==> config.mk <==
export PLATFORM = sky130hd
export DESIGN_NAME = cse_div
export DESIGN_NICKNAME = d
export VERILOG_FILES = /design/src/cse_pkg.sv /design/src/cse_div.sv
export SDC_FILE = /design/constraint.sdc
export NUM_CORES = 1
export LEC_CHECK = 0
export ABC_AREA = 1
export BUFFER_PORTS_ARGS = -buffer_cell sky130_fd_sc_hd__buf_4
export CAP_MARGIN = 0
export CORE_UTILIZATION = 55
export DETAILED_ROUTE_END_ITERATION = 12
export PLACE_DENSITY_LB_ADDON = 0.2
export SYNTH_ARGS = -nofsm -noshare
export SYNTH_HDL_FRONTEND = slang
export SYNTH_SLANG_ARGS = --single-unit
==> constraint.sdc <==
create_clock -name aclk -period 8.15 [get_ports aclk]
set_input_delay 1.2225 -clock aclk [delete_from_list [all_inputs] [get_ports aclk]]
set_output_delay 1.2225 -clock aclk [all_outputs]
set_load 0.03 [all_outputs]
==> src/cse_pkg.sv <==
`timescale 1ns / 1ps
// ----------------------------------------------------------------------------
// cse_pkg
// shared types, constants and helpers of the contour segment extractor
// ----------------------------------------------------------------------------
package cse_pkg;

    localparam int DEF_MAX_ROW_LENGTH = 1024;
    localparam int DEF_MAX_ROWS       = 4096;
    localparam int DEF_FRACTION_BITS  = 16;

    localparam int SAMPLE_W    = 16;
    localparam int ROW_LEN_W   = 11;
    localparam int CFG_W       = 16;
    localparam int CFG_ADDR_W  = 1;
    localparam int ROW_COORD_W = 28;
    localparam int COL_COORD_W = 26;

    localparam logic [CFG_ADDR_W-1:0] REG_ROW_LENGTH = 1'b0;
    localparam logic [CFG_ADDR_W-1:0] REG_LEVEL      = 1'b1;

    localparam logic [ROW_LEN_W-1:0] ROW_LENGTH_RESET = 11'd1024;

    typedef enum logic [2:0] {
        ST_IDLE,
        ST_FETCH,
        ST_PLAN,
        ST_DIV_A,
        ST_DIV_B,
        ST_SEND
    } state_t;

    // cell corners: upper-left, upper, left, current
    typedef enum logic [1:0] {
        V_UL,
        V_U,
        V_L,
        V_X
    } vertex_t;

    typedef struct packed {
        vertex_t p;
        vertex_t q;
    } edge_t;

    typedef struct packed {
        logic                start;
        logic [SAMPLE_W-1:0] numer;
        logic [SAMPLE_W-1:0] denom;
    } div_req_t;

    function automatic logic crosses(input logic signed [SAMPLE_W-1:0] za,
                                     input logic signed [SAMPLE_W-1:0] zb,
                                     input logic signed [SAMPLE_W-1:0] h);
        crosses = (za > h) != (zb > h);
    endfunction

    function automatic logic [SAMPLE_W-1:0] abs_diff(
        input logic signed [SAMPLE_W-1:0] x,
        input logic signed [SAMPLE_W-1:0] y);
        logic signed [SAMPLE_W:0] d;
        d = {x[SAMPLE_W-1], x} - {y[SAMPLE_W-1], y};
        abs_diff = d[SAMPLE_W] ? SAMPLE_W'(-d) : d[SAMPLE_W-1:0];
    endfunction

endpackage

==> src/cse_div.sv <==
`timescale 1ns / 1ps
// ----------------------------------------------------------------------------
// cse_div
// radix-2 restoring divider, quotient of (numer << FRACTION_BITS) / denom,
// for numer <= denom, one quotient bit per cycle
// ----------------------------------------------------------------------------
module cse_div
    import cse_pkg::*;
#(
    parameter int FRACTION_BITS = DEF_FRACTION_BITS
) (
    input  logic                   aclk,
    input  logic                   aresetn,
    input  div_req_t               req,
    output logic                   done,
    output logic [FRACTION_BITS:0] quot
);

    localparam int CNT_W = $clog2(FRACTION_BITS + 2);

    logic                   busy_reg, busy_next;
    logic                   done_reg, done_next;
    logic                   first_reg, first_next;
    logic [CNT_W-1:0]       cnt_reg, cnt_next;
    logic [SAMPLE_W:0]      rem_reg, rem_next;
    logic [SAMPLE_W-1:0]    den_reg, den_next;
    logic [FRACTION_BITS:0] q_reg, q_next;
    logic [SAMPLE_W:0]      trial;
    logic                   ge;

    always_comb begin
        trial      = first_reg ? rem_reg : {rem_reg[SAMPLE_W-1:0], 1'b0};
        ge         = trial >= {1'b0, den_reg};
        busy_next  = busy_reg;
        done_next  = done_reg;
        first_next = first_reg;
        cnt_next   = cnt_reg;
        rem_next   = rem_reg;
        den_next   = den_reg;
        q_next     = q_reg;
        if (req.start) begin
            busy_next  = 1'b1;
            done_next  = 1'b0;
            first_next = 1'b1;
            cnt_next   = CNT_W'(FRACTION_BITS + 1);
            rem_next   = {1'b0, req.numer};
            den_next   = req.denom;
        end else if (busy_reg) begin
            first_next = 1'b0;
            rem_next   = ge ? trial - {1'b0, den_reg} : trial;
            q_next     = {q_reg[FRACTION_BITS-1:0], ge};
            cnt_next   = cnt_reg - 1'b1;
            if (cnt_reg == CNT_W'(1)) begin
                busy_next = 1'b0;
                done_next = 1'b1;
            end
        end
    end

    always_ff @(posedge aclk) begin
        if (!aresetn) begin
            busy_reg <= 1'b0;
            done_reg <= 1'b0;
        end else begin
            busy_reg <= busy_next;
            done_reg <= done_next;
        end
        first_reg <= first_next;
        cnt_reg   <= cnt_next;
        rem_reg   <= rem_next;
        den_reg   <= den_next;
        q_reg     <= q_next;
    end

    assign done = done_reg;
    assign quot = q_reg;

endmodule

==> results.cfg, run 1 <==
[power_and_ir_drop]
vdd_drop_max_mv = 0.1268
power.leakage_nw = 2.219
total_power_mw = 1.174
power_density_nw_per_um2 = 265.6

[drt]
dr.pass1.iters = 11
num_vias = 3141
ant_nets = 0
wl_per_cell_um = 14.05
finalWirelength_um = 8385
dr.first_iter.drc_count = 233
post-route-drc-count = 2
via_per_inst = 5.261

[clocking]
cts-root-buf = clkbuf_8
htreeDepth = 3
cts_tree = built
cts_setup_buffers = 0
numCtsBuffers = 9
post_cts_resized = 0
cts_sinks = 58
cts_hold_buffers = 0
insertion_delay_ns = 0.34
clk_pin_slew_ns = 0.07
clk_path_buf_depth = 2

[outcome]
violations = design-rule violations
status = complete, but fails checks

[sta]
fmax_mhz = 293.3
finalMaxSlewViolations = 0
tightest_slew_ns = 0.6746
fin_skew_ns = 0.005566
grt_setup_unrepaired = no
setup_viol = 0
hold_viol_final = 0
relSlewSlack_pct = 54.98
tns_ns = 0
post-route-min-period_ns = 3.410
period_share_pct = 41.84

[critical_path]
critPathSlowestCell = dfxtp_1
critPathCaptureType = flip-flop
worstPathBufferInverterCount = 2
worstRegToRegCells = 15
path_max_fanout = 20
cp-start-kind = flip-flop
crit_top_cell = nand2_2
cp.depth = 15
critical_path.top_delay_family = simple AND/OR/NAND/NOR gates
critPathKind = reg -> reg
required_ns = 8.24
arrival_ns = 3.50
crit_chain = inv_1 -> or2_2 -> o21ai_0 -> inv_1 -> ha_1 -> or2_4 -> nand3_2 -> nand2_2 -> nand2_2 -> nand2_2 -> nand2_4 -> nand2_8 -> nand2_1 -> nand3_1 -> nand2_1
max_stage_delay_ns = 0.71

[cells_and_area]
nets = 569
n_antenna_cell = 0
stdcell_count = 597
final_cell_mix = 127 x nand2_1, 82 x inv_1, 53 x buf_4, 49 x edfxtp_1, 36 x nand3_1
drive_gt1_share_pct = 24.81
syn_to_final_growth_pct = 17.03
mostFrequentLayoutCell = nand2_1

[grt]
grt_max_degree = 41
track_usage_pct = 24.59
grt_pass1_wl_um = 13690
grt_pass1_vias = 2924
grt_overflow = 0
grt_antenna_before_repair = 0

[synth]
synth_cell_types = 38
synthAdderAreaFrac_pct = 6.492
synth.area.mux_share_pct = 0
yosysWarnings = 0
syn_area_um2 = 3777
yosys.area_share.simple_pct = 32.56
avgSynthCellArea_um2 = 8.194
synth-xor-area-share_pct = 1.623
synth_largest_area_cell = edfxtp_1
synth_fp_nets = 515
ys_seq_area_share_pct = 43.72
synth_seq_cells = 58
synth_compound_area_share_pct = 5.002
synth_area_leaders = edfxtp_1 39%, nand2_1 13%, inv_1 8.1%
synth_top_area_share_pct = 38.95
synth_top_family_by_area = simple AND/OR/NAND/NOR gates
synthCells = 461

[floorplanning]
top_level_ports = 53
rows = 29
fp.dieH_um = 84.88
coreArea_um2 = 6495
initial_core_util_pct = 58.16
die_w_um = 84.88
dieArea_um2 = 7204

[place]
gp_congestion = 0.8940
port_buffers = 52
placed_cells = 581
dpl.hpwl_um = 6354

[min_path]
hold_depth = 0
hold_path.class = reg -> reg

[run]
max_cap_viol_count = 0
-- kinds of logic (layout without fill, tap and decap cells) --
logic type / count (synthesis) / in the layout
buffers and inverters: 96 / 155
adder cells (fa/ha/maj): 19 / 19
flip-flops: 58 / 58
XOR/XNOR: 7 / 7
AO/OA/AOI/OAI: 34 / 34
AND/OR/NAND/NOR: 247 / 247
-- synth_stat cells --
| master | count |
|---|---|
| buf_4 | 2 |
| xnor2_1 | 6 |
| and2_1 | 1 |
| clkbuf_1 | 5 |
| fa_1 | 1 |
| dfxtp_1 | 9 |
| nor3_2 | 1 |
| nor2_4 | 3 |
| buf_12 | 1 |
| and3_1 | 1 |
| or2_2 | 14 |
| a21oi_2 | 1 |
| o21ai_2 | 1 |
| ha_1 | 18 |
| nand2_8 | 1 |
| nand3_2 | 10 |
| inv_2 | 1 |
| a21oi_1 | 8 |
| nand4_1 | 4 |
| o21ai_0 | 21 |
| xor2_1 | 1 |
| nand2_2 | 23 |
| nor2_1 | 17 |
| nand2_1 | 127 |
| nand2_4 | 1 |
| o211ai_2 | 1 |
| or2_4 | 1 |
| o211ai_1 | 1 |
| buf_6 | 2 |
| edfxtp_1 | 49 |
| inv_1 | 82 |
| nand3b_1 | 3 |
| clkinv_2 | 1 |
| nor3_1 | 3 |
| nor3b_4 | 1 |
| nand3_1 | 36 |
| clkinv_1 | 2 |
| o22ai_1 | 1 |
-- report_power, final --
| group | internal, mW | switching [mW] | total, mW |
|---|---|---|---|
| clock network | 0.174 | 0.133 | 0.307 |
| logic | 0.175 | 0.310 | 0.485 |
| registers | 0.364 | 0.0185 | 0.383 |
| total | 0.713 | 0.461 | 1.17 |
-- final timing paths --
check                          end                    from  slack, ns
max          rem_reg[15]$_DFFE_PP_  first_reg$_SDFFE_PP1P_       4.74
min              quot[5]$_DFFE_PP_       quot[4]$_DFFE_PP_       0.46
max reg2reg  rem_reg[15]$_DFFE_PP_  first_reg$_SDFFE_PP1P_       4.74
min reg2reg      quot[5]$_DFFE_PP_       quot[4]$_DFFE_PP_       0.46
-- metal layers --
layer  GRT usage (%)  up-vias  wire, µm
met3           5.545       19       384
met5               0        -         0
li1                -     1579         -
met4           8.783        0       207
met1           31.84     1449      3767
met2           40.80       94      4026
-- area by class of cell --
cell class | count | area [µm²]
Clock inverter | 7 | 101.3
Sequential cell | 58 | 1652
Tap cell | 77 | 96.34
Multi-Input combinational cell | 307 | 1725
Clock buffer | 9 | 123.9
Fill cell | 565 | 2074
Timing Repair Buffer | 53 | 397.9
Inverter | 86 | 324.1
-- stage by stage --
step	hold WS, ns	utilization [%]	setup WS, ns	instance area, µm²
floorplan	0.4355	-	5.472	3777
global placement	0.4308	64.59	4.960	4195
detailed placement	0.4375	64.59	4.819	4195
CTS	0.4555	68.06	4.806	4420
global route	0.4630	68.06	4.423	4420
finish	0.4559	68.06	4.740	4420
Power figures use the tool's default switching activity.
==> run 2, diff against run 1 <==
--- a/config.mk
+++ b/config.mk
@@ -8,7 +8,7 @@
 export ABC_AREA = 1
 export BUFFER_PORTS_ARGS = -buffer_cell sky130_fd_sc_hd__buf_4
 export CAP_MARGIN = 0
-export CORE_UTILIZATION = 55
+export CORE_UTILIZATION = 52
 export DETAILED_ROUTE_END_ITERATION = 12
 export PLACE_DENSITY_LB_ADDON = 0.2
 export SYNTH_ARGS = -nofsm -noshare
==> constraint.sdc (replaced) <==
create_clock -name aclk -period 3.09 [get_ports aclk]
set_input_delay 0.4635 -clock aclk [delete_from_list [all_inputs] [get_ports aclk]]
set_output_delay 0.4635 -clock aclk [all_outputs]
set_load 0.03 [all_outputs]
==> run 2 against run 1 <==
The run now ends clean. Clock skew increased by 0.0039 ns. Worst hold slack got worse by 0.16 ns. Routed wire length decreased by 1.2%. Worst setup slack got worse by 4.5 ns. Count of clock-buffer cells in the layout increased by 1. Combinational power increased to 2.6 times the previous value. Largest power group unchanged. Highest routed layer unchanged.
==> results.cfg, run 2 (synthesis gave the netlist of run 1 again) <==
[outcome]
status = finished, final reports clean

[clocking]
cts-root-buf = clkbuf_8
clk_pin_slew_ns = 0.07
cts_sinks = 58
post_cts_resized = 0
htreeDepth = 3
cts_hold_buffers = 0
insertion_delay_ns = 0.34
cts_setup_buffers = 0
numCtsBuffers = 9
clk_path_buf_depth = 2
cts_tree = built

[place]
post-place-ws_ns = 0.2513
gp_congestion = 0.9208
dpl.hpwl_um = 6179
port_buffers = 52
placed_cell_area_um2 = 4227

[drt]
via_per_inst = 4.998
dr.first_iter.drc_count = 136
num_vias = 3084
ant_nets = 0
dr.pass1.iters = 4
wl_per_cell_um = 13.43
post-route-drc-count = 0
finalWirelength_um = 8287

[critical_path]
required_ns = 3.18
r2r_slack_ns = 0.25
critPathLaunch = first_reg$_SDFFE_PP1P_
arrival_ns = 2.93
endpoint = rem_reg[6]$_DFFE_PP_
worstRegToRegCells = 16
regToRegStartpoint = first_reg$_SDFFE_PP1P_
critPathKind = reg -> reg
timing.rr.end = rem_reg[6]$_DFFE_PP_
critPathCaptureType = flip-flop
path_max_fanout = 18
cp-start-kind = flip-flop

[cells_and_area]
n_antenna_cell = 0
final_area_um2 = 4412
nets = 570
drive_gt1_share_pct = 24.57
syn_to_final_growth_pct = 16.79
final_cell_mix = 127 x nand2_1, 82 x inv_1, 54 x buf_4, 49 x edfxtp_1, 36 x nand3_1
mostFrequentLayoutCell = nand2_1

[sta]
setup_viol = 0
period_share_pct = 91.80
holdWs_ns = 0.2994
post-route-min-period_ns = 2.837
relSlewSlack_pct = 51.78
worst_slack_ns = 0.2533
grt_setup_unrepaired = yes
fmax_mhz = 352.5
tightest_slew_ns = 0.7224
tns_ns = 0
fin_skew_ns = 0.009499
hold_viol_final = 0
finalMaxSlewViolations = 0

[power_and_ir_drop]
power.leakage_nw = 2.214
power_density_nw_per_um2 = 670.1
total_power_mw = 2.956
vdd_drop_max_mv = 0.3045

[floorplanning]
initial_core_util_pct = 54.69
coreArea_um2 = 6907
top_level_ports = 53
fp.dieH_um = 87.23
die_w_um = 87.23
rows = 30
dieArea_um2 = 7609

[grt]
grt_max_degree = 41
grt_pass1_wl_um = 13450
track_usage_pct = 23.42
grt_pass1_vias = 2996
grt_antenna_before_repair = 0
grt_overflow = 0

[min_path]
hold_path.class = in -> reg

[run]
max_cap_viol_count = 0
-- run 2: how the worst min path moves through the flow --
stage | from | slack, ns | to | cells past startpoint
floorplan | cnt_reg[4]$_SDFFE_PP1P_ | 0.44 | cnt_reg[4]$_SDFFE_PP1P_ | 1
global route | req[1] | 0.28 | den_reg[1]$_DFFE_PP_ | 1
finish | req[1] | 0.30 | den_reg[1]$_DFFE_PP_ | 1
detailed placement | quot[5]$_DFFE_PP_ | 0.44 | quot[6]$_DFFE_PP_ | 0
global placement | quot[2]$_DFFE_PP_ | 0.43 | quot[3]$_DFFE_PP_ | 0
CTS | req[14] | 0.28 | den_reg[14]$_DFFE_PP_ | 1
-- run 2: where the power goes --
part / internal [mW] / switching, mW
logic: 0.463 / 0.812
registers: 0.961 / 0.0390
clock network: 0.367 / 0.314
-- run 2: final cells by class --
type                       instances  area (µm²)
fill                             653        2495
multi-input combinational        307        1725
sequential                        58        1652
timing repair buffer              54       405.4
inverter                          86       324.1
clock buffer                      10       127.6
tap                               96       120.1
clock inverter                     6       57.56
-- run 2: critical path, cell delays in order (launching register included) --
cell	delay, ns
dfxtp_1	0.32
inv_1	0.18
or2_2	0.33
o21ai_0	0.17
inv_1	0.08
ha_1	0.38
nand2_1	0.09
inv_1	0.08
nand2_1	0.08
nor3_2	0.12
nand2_2	0.08
nand2_2	0.10
nand2_4	0.15
nand2_8	0.20
nand2_1	0.07
nand3_1	0.07
nand2_1	0.08
-- run 2: per-stage QoR --
stage / instances / util, %
after detailed placement: 601 / 61.20
after floorplan: 461 / -
after global routing: 617 / 63.88
after CTS: 617 / 63.88
final: 617 / 63.88
after global placement: 601 / 61.20
-- run 2: metal layers --
| metal | track usage (%) | wire length (µm) | vias up |
|---|---|---|---|
| met5 | 0 | 0 | - |
| met4 | 13.56 | 239 | 0 |
| met3 | 3.507 | 259 | 16 |
| met2 | 39.01 | 4075 | 72 |
| met1 | 28.94 | 3713 | 1414 |
| li1 | - | - | 1582 |
==> run 3, diff against run 2 <==
--- a/config.mk
+++ b/config.mk
@@ -8,7 +8,7 @@
 export ABC_AREA = 1
 export BUFFER_PORTS_ARGS = -buffer_cell sky130_fd_sc_hd__buf_4
 export CAP_MARGIN = 0
-export CORE_UTILIZATION = 52
+export CORE_UTILIZATION = 55
 export DETAILED_ROUTE_END_ITERATION = 12
 export PLACE_DENSITY_LB_ADDON = 0.2
 export SYNTH_ARGS = -nofsm -noshare
==> constraint.sdc (replaced) <==
create_clock -name aclk -period 3 [get_ports aclk]
set_input_delay 0.45 -clock aclk [delete_from_list [all_inputs] [get_ports aclk]]
set_output_delay 0.45 -clock aclk [all_outputs]
set_load 0.03 [all_outputs]
==> run 3 against run 2 <==
Power grew 3.6%. Worst hold slack lost 0.027 ns. Via count grew 0.97%. Utilization grew 4.4 points. Global-route usage grew 1.5 points. Combinational power grew 9%. Die area shrank 5.3%. Critical path depth shrank 2. Routed wire length grew 1.0%. First-iteration DRC count grew 78%. Largest power group unchanged.
==> results.cfg, run 3 (synthesis gave the netlist of run 1 again) <==
[floorplanning]
dieArea_um2 = 7204
initial_core_util_pct = 58.16
rows = 29
coreArea_um2 = 6495
die_w_um = 84.88
top_level_ports = 53
fp.dieH_um = 84.88

[grt]
use_met3_pct = 6.615
track_usage_pct = 24.90
grt_use_met2_pct = 41.09
grt_pass1_wl_um = 13660
gr-max-usage-layer = met2
grt_max_degree = 41
grt_pass1_vias = 3003
use_met1_pct = 31.56
grt_overflow = 0
grt_antenna_before_repair = 0

[sta]
hold_viol_final = 0
worst_slack_ns = 0.1638
relSlewSlack_pct = 52.46
tightest_slew_ns = 0.7123
post-route-min-period_ns = 2.836
finalMaxSlewViolations = 0
fmax_mhz = 352.6
setup_viol = 0
fin_skew_ns = 0.008059
period_share_pct = 94.54

[cells_and_area]
mostFrequentLayoutCell = nand2_1
stdcell_count = 602
n_antenna_cell = 0
nets = 574
final_cell_mix = 127 x nand2_1, 82 x inv_1, 56 x buf_4, 49 x edfxtp_1, 36 x nand3_1
drive_gt1_share_pct = 25.71
syn_to_final_growth_pct = 17.39
postLayoutCoreUtil_pct = 68.27

[clocking]
cts-root-buf = clkbuf_8
cts_tree = built
cts_sinks = 58
numCtsBuffers = 9
htreeDepth = 3
clk_path_buf_depth = 2
insertion_delay_ns = 0.35
clk_pin_slew_ns = 0.07

[critical_path]
crit_top_cell = nand2_1
worstPathBufferInverterCount = 3
crit_chain = inv_1 -> or2_2 -> o21ai_0 -> inv_1 -> ha_1 -> nand2_1 -> nor2_1 -> nor3b_4 -> nor2_4 -> buf_12 -> nand2_4 -> nand2_1 -> nand3_1 -> nand2_1
path_max_fanout = 18
critPathCaptureType = flip-flop
critPathSlowestCell = ha_1
critPathKind = reg -> reg
required_ns = 3.10
critical_path.top_delay_family = simple AND/OR/NAND/NOR gates
worstRegToRegCells = 14
max_stage_delay_ns = 0.36
cp.depth = 14
arrival_ns = 2.94
cp-start-kind = flip-flop

[place]
dpl.hpwl_um = 6151
port_buffers = 52
post-place-ws_ns = 0.2083
gp_congestion = 0.9533
placed_cells = 582

[drt]
wl_per_cell_um = 13.91
dr.pass1.iters = 7
dr.first_iter.drc_count = 242
ant_nets = 0
finalWirelength_um = 8372
via_per_inst = 5.173
num_vias = 3114
post-route-drc-count = 0

[power_and_ir_drop]
power.leakage_nw = 2.213
vdd_drop_max_mv = 0.3912
power_density_nw_per_um2 = 690.6
total_power_mw = 3.062

[run]
max_cap_viol_count = 0

[min_path]
hold_depth = 1
hold_path.class = in -> reg

[outcome]
status = finished, final reports clean
-- run 3: layout make-up --
cell class                      instances  area, µm²
Clock buffer                            9      123.9
Clock inverter                          7      45.04
Fill cell                             542       2061
Inverter                               86      324.1
Multi-Input combinational cell        308       1753
Sequential cell                        58       1652
Tap cell                               77      96.34
Timing Repair Buffer                   57      440.4
-- run 3: what timing repair did --
| action | 4_1_cts | 5_1_grt |
|---|---|---|
| setup endpoints to repair | 0 | 15 |
| hold buffers | 0 | 0 |
| setup buffers | 0 | 3 |
| gates resized for setup | 0 | 3 |
| endpoints found under the hold margin | 0 | 0 |
-- run 3: path summary, 6_finish.rpt --
check / startpoint / to / slack (ns)
setup / recovery: first_reg$_SDFFE_PP1P_ / rem_reg[4]$_DFFE_PP_ / 0.16
hold / removal: req[12] / den_reg[12]$_DFFE_PP_ / 0.27
setup reg to reg: first_reg$_SDFFE_PP1P_ / rem_reg[4]$_DFFE_PP_ / 0.16
hold reg to reg: quot[0]$_DFFE_PP_ / quot[1]$_DFFE_PP_ / 0.46
-- run 3: layer usage --
metal	vias up	routed length, µm
met5	-	0
met4	0	208
met3	20	453
met2	99	4007
met1	1413	3702
li1	1582	-
-- run 3: report_power, final --
part           switching [mW]  internal [mW]
clock network           0.341          0.295
logic                   0.881          0.514
registers              0.0419          0.990
-- run 3: per-stage QoR --
step,TNS [ns],cell area [µm²],hold slack [ns]
2_1_floorplan,0,3777,0.4355
3_3_place_gp,0,4203,0.4310
3_5_place_dp,0,4203,0.4342
4_1_cts,0,4372,0.2698
5_1_grt,-0.0006914,4434,0.2568
6_report,0,4434,0.2720
